`src/design/phd_pkg.sv`:
```
package phd_pkg;

	// header layout, byte offsets within the buffer
	localparam logic [3:0] HEADER_BYTES   = 4'd11;
	localparam logic [3:0] VERSION_OFFSET = 4'd4;
	localparam logic [3:0] COMMAND_OFFSET = 4'd6;
	localparam logic [3:0] LENGTH_OFFSET  = 4'd7;

	// configuration port
	localparam int CFG_INDEX_W = 4;
	localparam int CFG_DATA_W  = 32;

	typedef enum logic [CFG_INDEX_W-1:0] {
		REG_MAGIC   = 4'd0,
		REG_VERSION = 4'd1
	} reg_index_t;

	typedef enum logic [2:0] {
		ST_OK            = 3'd0,
		ST_HEADER_SHORT  = 3'd1,
		ST_BAD_MAGIC     = 3'd2,
		ST_BAD_VERSION   = 3'd3,
		ST_PAYLOAD_SHORT = 3'd4
	} status_t;

	typedef struct packed {
		logic [31:0] magic_value;
		logic [15:0] version_value;
	} cfg_t;

	typedef struct packed {
		logic [7:0] in_byte;
		logic       end_of_buffer;
	} in_item_t;

	typedef struct packed {
		logic        payload_valid;
		logic [7:0]  payload_byte;
		logic        frame_done;
		status_t     status;
		logic [7:0]  command_out;
		logic [31:0] payload_length;
	} result_t;

endpackage

```
`src/design/phd_in_if.sv`:
```
interface phd_in_if;
	logic       valid;
	logic       ready;
	logic [7:0] in_byte;
	logic       end_of_buffer;

	modport source (output valid, output in_byte, output end_of_buffer, input ready);
	modport sink (input valid, input in_byte, input end_of_buffer, output ready);
endinterface

```
`src/design/phd_out_if.sv`:
```
interface phd_out_if;
	logic        valid;
	logic        ready;
	logic        payload_valid;
	logic [7:0]  payload_byte;
	logic        frame_done;
	logic [2:0]  status;
	logic [7:0]  command_out;
	logic [31:0] payload_length;

	modport source (output valid, output payload_valid, output payload_byte,
		output frame_done, output status, output command_out,
		output payload_length, input ready);
	modport sink (input valid, input payload_valid, input payload_byte,
		input frame_done, input status, input command_out,
		input payload_length, output ready);
endinterface

```
`src/design/phd_cfg_if.sv`:
```
interface phd_cfg_if;
	logic        valid;
	logic        ready;
	logic [3:0]  index;
	logic [31:0] data;

	modport source (output valid, output index, output data, input ready);
	modport sink (input valid, input index, input data, output ready);
endinterface

```
`src/design/phd_cfg_regs.sv`:
```
module phd_cfg_regs (
	input  logic         clk,
	input  logic         arst_n,
	phd_cfg_if.sink      cfg,
	output phd_pkg::cfg_t regs
);
	import phd_pkg::*;

	logic [31:0] magic_q;
	logic [15:0] version_q;

	// writes are always taken, unknown indexes are dropped
	assign cfg.ready = 1'b1;

	// register file
	always_ff @(posedge clk or negedge arst_n) begin
		if (!arst_n) begin
			magic_q   <= '0;
			version_q <= '0;
		end else if (cfg.valid) begin
			if (cfg.index == REG_MAGIC) begin
				magic_q <= cfg.data;
			end else if (cfg.index == REG_VERSION) begin
				version_q <= cfg.data[15:0];
			end
		end
	end

	assign regs.magic_value   = magic_q;
	assign regs.version_value = version_q;

endmodule

```
`src/design/phd_parse.sv`:
```
module phd_parse (
	input  logic              clk,
	input  logic              arst_n,
	input  logic              step,
	input  phd_pkg::in_item_t item,
	input  phd_pkg::cfg_t     regs,
	output phd_pkg::result_t  res
);
	import phd_pkg::*;

	logic [3:0]  pos_q, pos_n;
	logic        magic_bad_q, magic_bad_n;
	logic        ver_bad_q, ver_bad_n;
	logic [7:0]  cmd_q, cmd_n;
	logic [31:0] len_q, len_n;
	logic [31:0] rem_q, rem_n;
	logic [1:0]  len_sel;
	status_t     status;

	// length byte lane: offsets 7..10 map to lanes 0..3
	assign len_sel = pos_q[1:0] + 2'd1;

	// header capture, payload count and status for the current byte
	always_comb begin
		pos_n       = pos_q;
		magic_bad_n = magic_bad_q;
		ver_bad_n   = ver_bad_q;
		cmd_n       = cmd_q;
		len_n       = len_q;
		rem_n       = rem_q;
		res         = '0;
		res.frame_done = item.end_of_buffer;

		if (pos_q < HEADER_BYTES) begin
			priority if (pos_q < VERSION_OFFSET) begin
				if (regs.magic_value[{pos_q[1:0], 3'b000} +: 8] != item.in_byte) begin
					magic_bad_n = 1'b1;
				end
			end else if (pos_q < COMMAND_OFFSET) begin
				if (regs.version_value[{pos_q[0], 3'b000} +: 8] != item.in_byte) begin
					ver_bad_n = 1'b1;
				end
			end else if (pos_q == COMMAND_OFFSET) begin
				cmd_n = item.in_byte;
			end else begin
				len_n = len_q | ({24'd0, item.in_byte} << {len_sel, 3'b000});
			end
			pos_n = pos_q + 4'd1;
			if (pos_n == HEADER_BYTES) begin
				rem_n = len_n;
			end
		end else if (rem_q != 32'd0) begin
			if (!magic_bad_q && !ver_bad_q) begin
				res.payload_valid = 1'b1;
				res.payload_byte  = item.in_byte;
			end
			rem_n = rem_q - 32'd1;
		end

		// error order: header, magic, version, payload
		priority if (pos_n < HEADER_BYTES) begin
			status = ST_HEADER_SHORT;
		end else if (magic_bad_n) begin
			status = ST_BAD_MAGIC;
		end else if (ver_bad_n) begin
			status = ST_BAD_VERSION;
		end else if (rem_n != 32'd0) begin
			status = ST_PAYLOAD_SHORT;
		end else begin
			status = ST_OK;
		end

		// last byte reports and clears the frame state
		if (item.end_of_buffer) begin
			res.status = status;
			if (status == ST_OK) begin
				res.command_out    = cmd_n;
				res.payload_length = len_n;
			end
			pos_n       = '0;
			magic_bad_n = 1'b0;
			ver_bad_n   = 1'b0;
			cmd_n       = '0;
			len_n       = '0;
			rem_n       = '0;
		end
	end

	// frame state
	always_ff @(posedge clk or negedge arst_n) begin
		if (!arst_n) begin
			pos_q       <= '0;
			magic_bad_q <= 1'b0;
			ver_bad_q   <= 1'b0;
			cmd_q       <= '0;
			len_q       <= '0;
			rem_q       <= '0;
		end else if (step) begin
			pos_q       <= pos_n;
			magic_bad_q <= magic_bad_n;
			ver_bad_q   <= ver_bad_n;
			cmd_q       <= cmd_n;
			len_q       <= len_n;
			rem_q       <= rem_n;
		end
	end

	// checks
	a_clear_on_last: assert property (@(posedge clk) disable iff (!arst_n)
		step && item.end_of_buffer |=> pos_q == 4'd0 && rem_q == 32'd0)
		else $error("frame state not cleared after last byte");

	a_status_only_done: assert property (@(posedge clk) disable iff (!arst_n)
		!item.end_of_buffer |-> res.status == ST_OK && res.payload_length == 32'd0)
		else $error("status reported before last byte");

	a_payload_after_header: assert property (@(posedge clk) disable iff (!arst_n)
		res.payload_valid |-> pos_q == HEADER_BYTES && !magic_bad_q && !ver_bad_q)
		else $error("payload passed before header checked");

	a_pos_saturates: assert property (@(posedge clk) disable iff (!arst_n)
		pos_q <= HEADER_BYTES)
		else $error("header position beyond header");

endmodule

```
`src/design/packet_header_deframer.sv`:
```
// channel  | role | payload                                    | accepted when
// ---------+------+--------------------------------------------+-------------------
// in_ch    | sink | in_byte, end_of_buffer                     | valid && ready
// out_ch   | src  | payload_valid/byte, frame_done, status,    | valid && ready
//          |      | command_out, payload_length                |
// cfg      | sink | index (0 magic, 1 version), data           | valid (ready tied)
//
// one byte a cycle sustained while out_ch.ready is high; input register then result register
// the rate is set by the single pass from the input register to the result register
// all frame state and the configuration registers clear on arst_n
// a stalled output holds its result while the input register, if empty, takes one more byte
// in_ch.ready follows out_ch.ready through the two pipeline stages
module packet_header_deframer (
	input  logic      clk,
	input  logic      arst_n,
	phd_in_if.sink    in_ch,
	phd_out_if.source out_ch,
	phd_cfg_if.sink   cfg
);
	import phd_pkg::*;

	cfg_t     regs;
	in_item_t item_s1;
	logic     valid_s1;
	result_t  res;
	result_t  res_s2;
	logic     valid_s2;
	logic     adv_s1;
	logic     in_take;

	// pipeline flow control
	assign adv_s1      = valid_s1 && (!valid_s2 || out_ch.ready);
	assign in_ch.ready = !valid_s1 || adv_s1;
	assign in_take     = in_ch.valid && in_ch.ready;

	phd_cfg_regs u_cfg (
		.clk    (clk),
		.arst_n (arst_n),
		.cfg    (cfg),
		.regs   (regs)
	);

	// input register
	always_ff @(posedge clk or negedge arst_n) begin
		if (!arst_n) begin
			valid_s1 <= 1'b0;
		end else if (in_ch.ready) begin
			valid_s1 <= in_ch.valid;
		end
	end

	always_ff @(posedge clk) begin
		if (in_take) begin
			item_s1.in_byte       <= in_ch.in_byte;
			item_s1.end_of_buffer <= in_ch.end_of_buffer;
		end
	end

	phd_parse u_parse (
		.clk    (clk),
		.arst_n (arst_n),
		.step   (adv_s1),
		.item   (item_s1),
		.regs   (regs),
		.res    (res)
	);

	// result register
	always_ff @(posedge clk or negedge arst_n) begin
		if (!arst_n) begin
			valid_s2 <= 1'b0;
		end else if (!valid_s2 || out_ch.ready) begin
			valid_s2 <= valid_s1;
		end
	end

	always_ff @(posedge clk) begin
		if (adv_s1) begin
			res_s2 <= res;
		end
	end

	assign out_ch.valid          = valid_s2;
	assign out_ch.payload_valid  = res_s2.payload_valid;
	assign out_ch.payload_byte   = res_s2.payload_byte;
	assign out_ch.frame_done     = res_s2.frame_done;
	assign out_ch.status         = res_s2.status;
	assign out_ch.command_out    = res_s2.command_out;
	assign out_ch.payload_length = res_s2.payload_length;

endmodule

```
`src/flat_wrapper.sv`:
```
// flat-port wrapper written by rule: the top's interface ports become plain ports
module packet_header_deframer_flat import phd_pkg::*;
  (clk, arst_n, in_ch_valid, in_ch_in_byte, in_ch_end_of_buffer, in_ch_ready, out_ch_valid, out_ch_payload_valid, out_ch_payload_byte, out_ch_frame_done, out_ch_status, out_ch_command_out, out_ch_payload_length, out_ch_ready, cfg_valid, cfg_index, cfg_data, cfg_ready);
  phd_in_if in_ch_i ();
  phd_out_if out_ch_i ();
  phd_cfg_if cfg_i ();
  input  logic clk;
  input  logic arst_n;
  input wire logic [$bits(in_ch_i.valid)-1:0] in_ch_valid;
  input wire logic [$bits(in_ch_i.in_byte)-1:0] in_ch_in_byte;
  input wire logic [$bits(in_ch_i.end_of_buffer)-1:0] in_ch_end_of_buffer;
  output wire logic [$bits(in_ch_i.ready)-1:0] in_ch_ready;
  output wire logic [$bits(out_ch_i.valid)-1:0] out_ch_valid;
  output wire logic [$bits(out_ch_i.payload_valid)-1:0] out_ch_payload_valid;
  output wire logic [$bits(out_ch_i.payload_byte)-1:0] out_ch_payload_byte;
  output wire logic [$bits(out_ch_i.frame_done)-1:0] out_ch_frame_done;
  output wire logic [$bits(out_ch_i.status)-1:0] out_ch_status;
  output wire logic [$bits(out_ch_i.command_out)-1:0] out_ch_command_out;
  output wire logic [$bits(out_ch_i.payload_length)-1:0] out_ch_payload_length;
  input wire logic [$bits(out_ch_i.ready)-1:0] out_ch_ready;
  input wire logic [$bits(cfg_i.valid)-1:0] cfg_valid;
  input wire logic [$bits(cfg_i.index)-1:0] cfg_index;
  input wire logic [$bits(cfg_i.data)-1:0] cfg_data;
  output wire logic [$bits(cfg_i.ready)-1:0] cfg_ready;
  assign in_ch_i.valid = in_ch_valid;
  assign in_ch_i.in_byte = in_ch_in_byte;
  assign in_ch_i.end_of_buffer = in_ch_end_of_buffer;
  assign in_ch_ready = in_ch_i.ready;
  assign out_ch_valid = out_ch_i.valid;
  assign out_ch_payload_valid = out_ch_i.payload_valid;
  assign out_ch_payload_byte = out_ch_i.payload_byte;
  assign out_ch_frame_done = out_ch_i.frame_done;
  assign out_ch_status = out_ch_i.status;
  assign out_ch_command_out = out_ch_i.command_out;
  assign out_ch_payload_length = out_ch_i.payload_length;
  assign out_ch_i.ready = out_ch_ready;
  assign cfg_i.valid = cfg_valid;
  assign cfg_i.index = cfg_index;
  assign cfg_i.data = cfg_data;
  assign cfg_ready = cfg_i.ready;
  packet_header_deframer u_core (.clk(clk), .arst_n(arst_n), .in_ch(in_ch_i), .out_ch(out_ch_i), .cfg(cfg_i));
endmodule
```
`config.mk`:
```
export PLATFORM = sky130hd
export DESIGN_NAME = packet_header_deframer_flat
export DESIGN_NICKNAME = d
export VERILOG_FILES = /design/src/design/phd_pkg.sv /design/src/design/phd_in_if.sv /design/src/design/phd_out_if.sv /design/src/design/phd_cfg_if.sv /design/src/design/phd_cfg_regs.sv /design/src/design/phd_parse.sv /design/src/design/packet_header_deframer.sv /design/src/flat_wrapper.sv
export SDC_FILE = /design/constraint.sdc
export NUM_CORES = 1
export LEC_CHECK = 0
export ABC_CLOCK_PERIOD_IN_PS = 5750
export BUFFER_PORTS_ARGS = -buffer_cell sky130_fd_sc_hd__buf_4
export CORE_ASPECT_RATIO = 1.75
export CORE_MARGIN = 3
export CORE_UTILIZATION = 51
export CTS_CLUSTER_DIAMETER = 120
export DETAILED_ROUTE_END_ITERATION = 6
export PLACE_DENSITY = 0.81
export SETUP_SLACK_MARGIN = 0.2
export SLEW_MARGIN = 20
export SYNTH_ARGS = -nofsm -noshare
export SYNTH_HDL_FRONTEND = slang
export SYNTH_SLANG_ARGS = --single-unit
```
`constraint.sdc`:
```
create_clock -name clk -period 5.75 [get_ports clk]
set_clock_uncertainty 0.05 [all_clocks]
set_input_delay 0.575 -clock clk [delete_from_list [all_inputs] [get_ports clk]]
set_output_delay 0.575 -clock clk [all_outputs]
set_load 0.03 [all_outputs]
```
==> summary.txt <==
Synthesis
  – Dominant synthesized flop cell: dfrtp_1
  – Most numerous cell in the Yosys netlist: dfrtp_1
  – Share of the synthesized area in the top cell type: 30.9%
  – Synth cell types: 77
  – Syn nets: 1025
  – Sequential area share after synthesis: 48.8%
  – Largest area contributor in the netlist: dfrtp_1
  – Synth top area cells: dfrtp_1 31%, edfxtp_1 18%, mux2_2 5.3%
  – Post-synth EDFFs: between 60 and 70
  – Post-synthesis cell count: 971
  – Asr flop ratio synth: about two thirds
  – Syn Area/Cell: 10.7 µm²
  – Yosys reg bits: 190
  – Cell Area, Synth: about 10000 µm²
  – Synth top cells by count: 128 x dfrtp_1, 86 x a21oi_1, 69 x nor2_1, 65 x nand2_1, 62 x edfxtp_1
  – Ys Warns: 0

Floorplanning
  – Rows: 68
  – Die Width: 114 µm
  – Die Ht: 195 µm
  – Initial Util: a little over half
  – I/O pin cnt: roughly 110
  – Core ar.: 19800 µm²
  – Die area: 22200 µm²

Route
  – Routed WL per cell: 25.4 µm
  – WL final: 32.7 mm
  – Remaining DRCs: 0
  – Vias per cell: 6.65
  – Via count: 8583
  – Drt first pass iters: 5
  – Final ANT Viol Nets: 0
  – DR iter-0 viols: 877

CTS
  – Clock transition at the registers of the reported paths: 0.07 ns
  – Total clock sinks: 190
  – CTS tree: built
  – Max clock buf depth: 2
  – Root buf cell: clkbuf_16
  – Hold bufs inserted after CTS: 0
  – Post-CTS Repair Setup Buffers: 0
  – TritonCTS buffer count: 17
  – Post-CTS Resized: 0
  – Skew-Pair Late Insertion Delay: 0.44 ns
  – H-tree lvl count: 4

Power and ir drop
  – Switching pwr: 1.26 mW
  – Combinational share of power: 25.2%
  – Max IR drop VDD: 0.319 mV
  – Pwr/cell area: 318 nW/µm²
  – Leakage: 4.72 nW
  – Sw Ratio: 33.5%
  – Clock network power share: between 30% and 40%
  – Sequential Power Share: 43.5%
  – P_int: 2.51 mW

Layout
  – Layout cell share with drive strength beyond 1: between 20% and 30%
  – NumNets Final: 1086
  – Non-filler instance count after layout: 1290
  – Fin util: 59.8%
  – Synthesis-to-layout area growth: 14.2%
  – Antenna diode count: 0

Run
  – # Max-Cap Violations: 0

Critical path
  – Worst-path cell chain: buf_4, ha_1, a41o_1, nand3_1, buf_4, buf_4, a211oi_1, a211o_1, and3_1, nand4_1, or4_2, buf_4, a2111oi_4
  – Most used cell, CP: buf_4
  – Crit path max fanout: 41
  – Crit path launch type: flip-flop
  – Crit-path max cell delay: 0.69 ns
  – Crit Path Category: reg2reg
  – Required @ worst endpoint: 5.93 ns
  – Worst EP arrival: between 5 and 6 ns
  – Crit end category: flip-flop
  – R2r setup slk: 0.64 ns
  – CP max stage cell: or4_2

Timing
  – Minimum hold slack: about 0.23 ns
  – RSZ-0062 raised after global routing: no
  – Slew @ Worst Pin: approximately 1.0 ns
  – Fmax: approximately 0.20 GHz
  – Max Slew Vio Count: 0
  – Final TNS setup: 0 ns
  – Period utilization: 88.8%
  – Final setup vio count: 0
  – Fin. Hold Viols: 0
  – Final min period: 5.11 ns
  – Rel. slew slack: about 30%

Placed design
  – PortBufs: 104
  – Final HPWL DP: 22.9 mm
  – GP Congestion: 1.06
  – Placed instance count: about 1300

Status
  – Status: completed

Global routing
  – Vias in the first global route: 8699
  – Initial antenna violation count: 0
  – Largest net degree at the start of global routing: 73
  – First-pass GRT wire length: about 50 mm
  – Total GRT Usage: ~30%
  – Total grt overflow: 0

Hold path
  – Worst Hold Class: in2async
==> worst max-delay path: cells and delay by family, from the launching register on <==
family / cells / cell delay, ns
buf+inv: 4 / 1.06
simple gates: 4 / 1.36
compound gates: 4 / 1.53
fa+ha+maj: 1 / 0.47
flops: 1 / 0.34
==> logic make-up (layout without fill, tap and decap cells) <==
| logic type | count (synthesis) | after routing | synth area share (%) |
|---|---|---|---|
| AOI/OAI and AO/OA | 268 | 268 | 18.0 |
| xor gates and xnor gates | 20 | 20 | 1.69 |
| adders and majority gates | 4 | 4 | 0.482 |
| buffers and inverters | 102 | 176 | 4.37 |
| DFF | 190 | 190 | 48.8 |
| muxes | 72 | 72 | 8.50 |
| other | 1 | 1 | 0.0361 |
| and+or+nand+nor | 314 | 314 | 18.1 |
==> stage by stage <==
stage	instance area, µm²	total power [mW]	setup WS [ns]
after detailed placement	11300	2.59	0.837
after global routing	11800	3.91	0.551
after global placement	11300	2.56	0.905
after floorplan	10400	2.30	2.25
final	11800	3.77	0.641
after CTS	11800	3.77	0.826
==> sequential cells by signal (all words and copies together), names as in the netlist <==
register / cells
u_core.item_s1: 9
u_core.out_ch.command_out: 8
u_core.out_ch.frame_done: 1
u_core.out_ch.payload_byte: 8
u_core.out_ch.payload_length: 32
u_core.out_ch.payload_valid: 1
u_core.out_ch.status: 3
u_core.out_ch.valid: 1
u_core.u_cfg.magic_q: 32
u_core.u_cfg.version_q: 16
u_core.u_parse.cmd_q: 8
u_core.u_parse.len_q: 32
u_core.u_parse.magic_bad_q: 1
u_core.u_parse.pos_q: 4
u_core.u_parse.rem_q: 32
u_core.u_parse.ver_bad_q: 1
u_core.valid_s1: 1
==> area by class of cell <==
type,count,area (µm²)
fillers,1661,7980
flip-flops and latches,190,5060
multi-input cells,679,4870
repair buffers,131,983
clock buffers,21,440
well taps,245,307
clock inverters,11,133
inverters,13,48.8
==> final timing paths <==
| path | startpoint | endpoint | cells after the start |
|---|---|---|---|
| setup / recovery | u_core.u_parse.pos_q[0] | u_core.out_ch.command_out[4] | 13 |
| hold / removal | arst_n | u_core.u_cfg.magic_q[29] | 1 |
| setup reg to reg | u_core.u_parse.pos_q[0] | u_core.out_ch.command_out[4] | 13 |
| hold reg to reg | u_core.u_parse.cmd_q[7] | u_core.u_parse.cmd_q[7] | 2 |
| max in group asynchronous | arst_n | u_core.u_parse.rem_q[24] | 2 |
| min in group clk | in_ch_in_byte[6] | u_core.item_s1[7] | 1 |
==> cell usage in the layout, fill, tap and decap left out, drive strengths merged, types with 10 or more instances in the layout <==
| master | n |
|---|---|
| edfxtp | 62 |
| mux2i | 15 |
| xnor2 | 11 |
| nand2 | 65 |
| a211oi | 15 |
| nor4 | 58 |
| nor3 | 30 |
| a21oi | 86 |
| and2 | 15 |
| inv | 17 |
| a22o | 11 |
| o31ai | 10 |
| clkbuf | 21 |
| nand3 | 16 |
| dfrtp | 128 |
| a31oi | 21 |
| o21ai | 50 |
| buf | 131 |
| mux2 | 49 |
| nor2 | 69 |
==> power groups by stage <==
stage	combinational [mW]	sequential (mW)	clock, mW
after floorplan	0.634	1.66	0
after global placement	0.916	1.65	0
after detailed placement	0.929	1.66	0
after CTS	0.939	1.64	1.19
after global routing	1.02	1.65	1.24
final	0.947	1.64	1.18
==> layer usage <==
layer  global-route usage [%]  part of all wire [%]  vias up
li1                         -                     -     3790
met1                     32.1                    33     4186
met2                     52.2                    52      462
met3                     5.92                   6.4      145
met4                     19.5                   7.6        0
met5                        0                     0        -
Note: power is estimated with default switching activity, not from simulation.
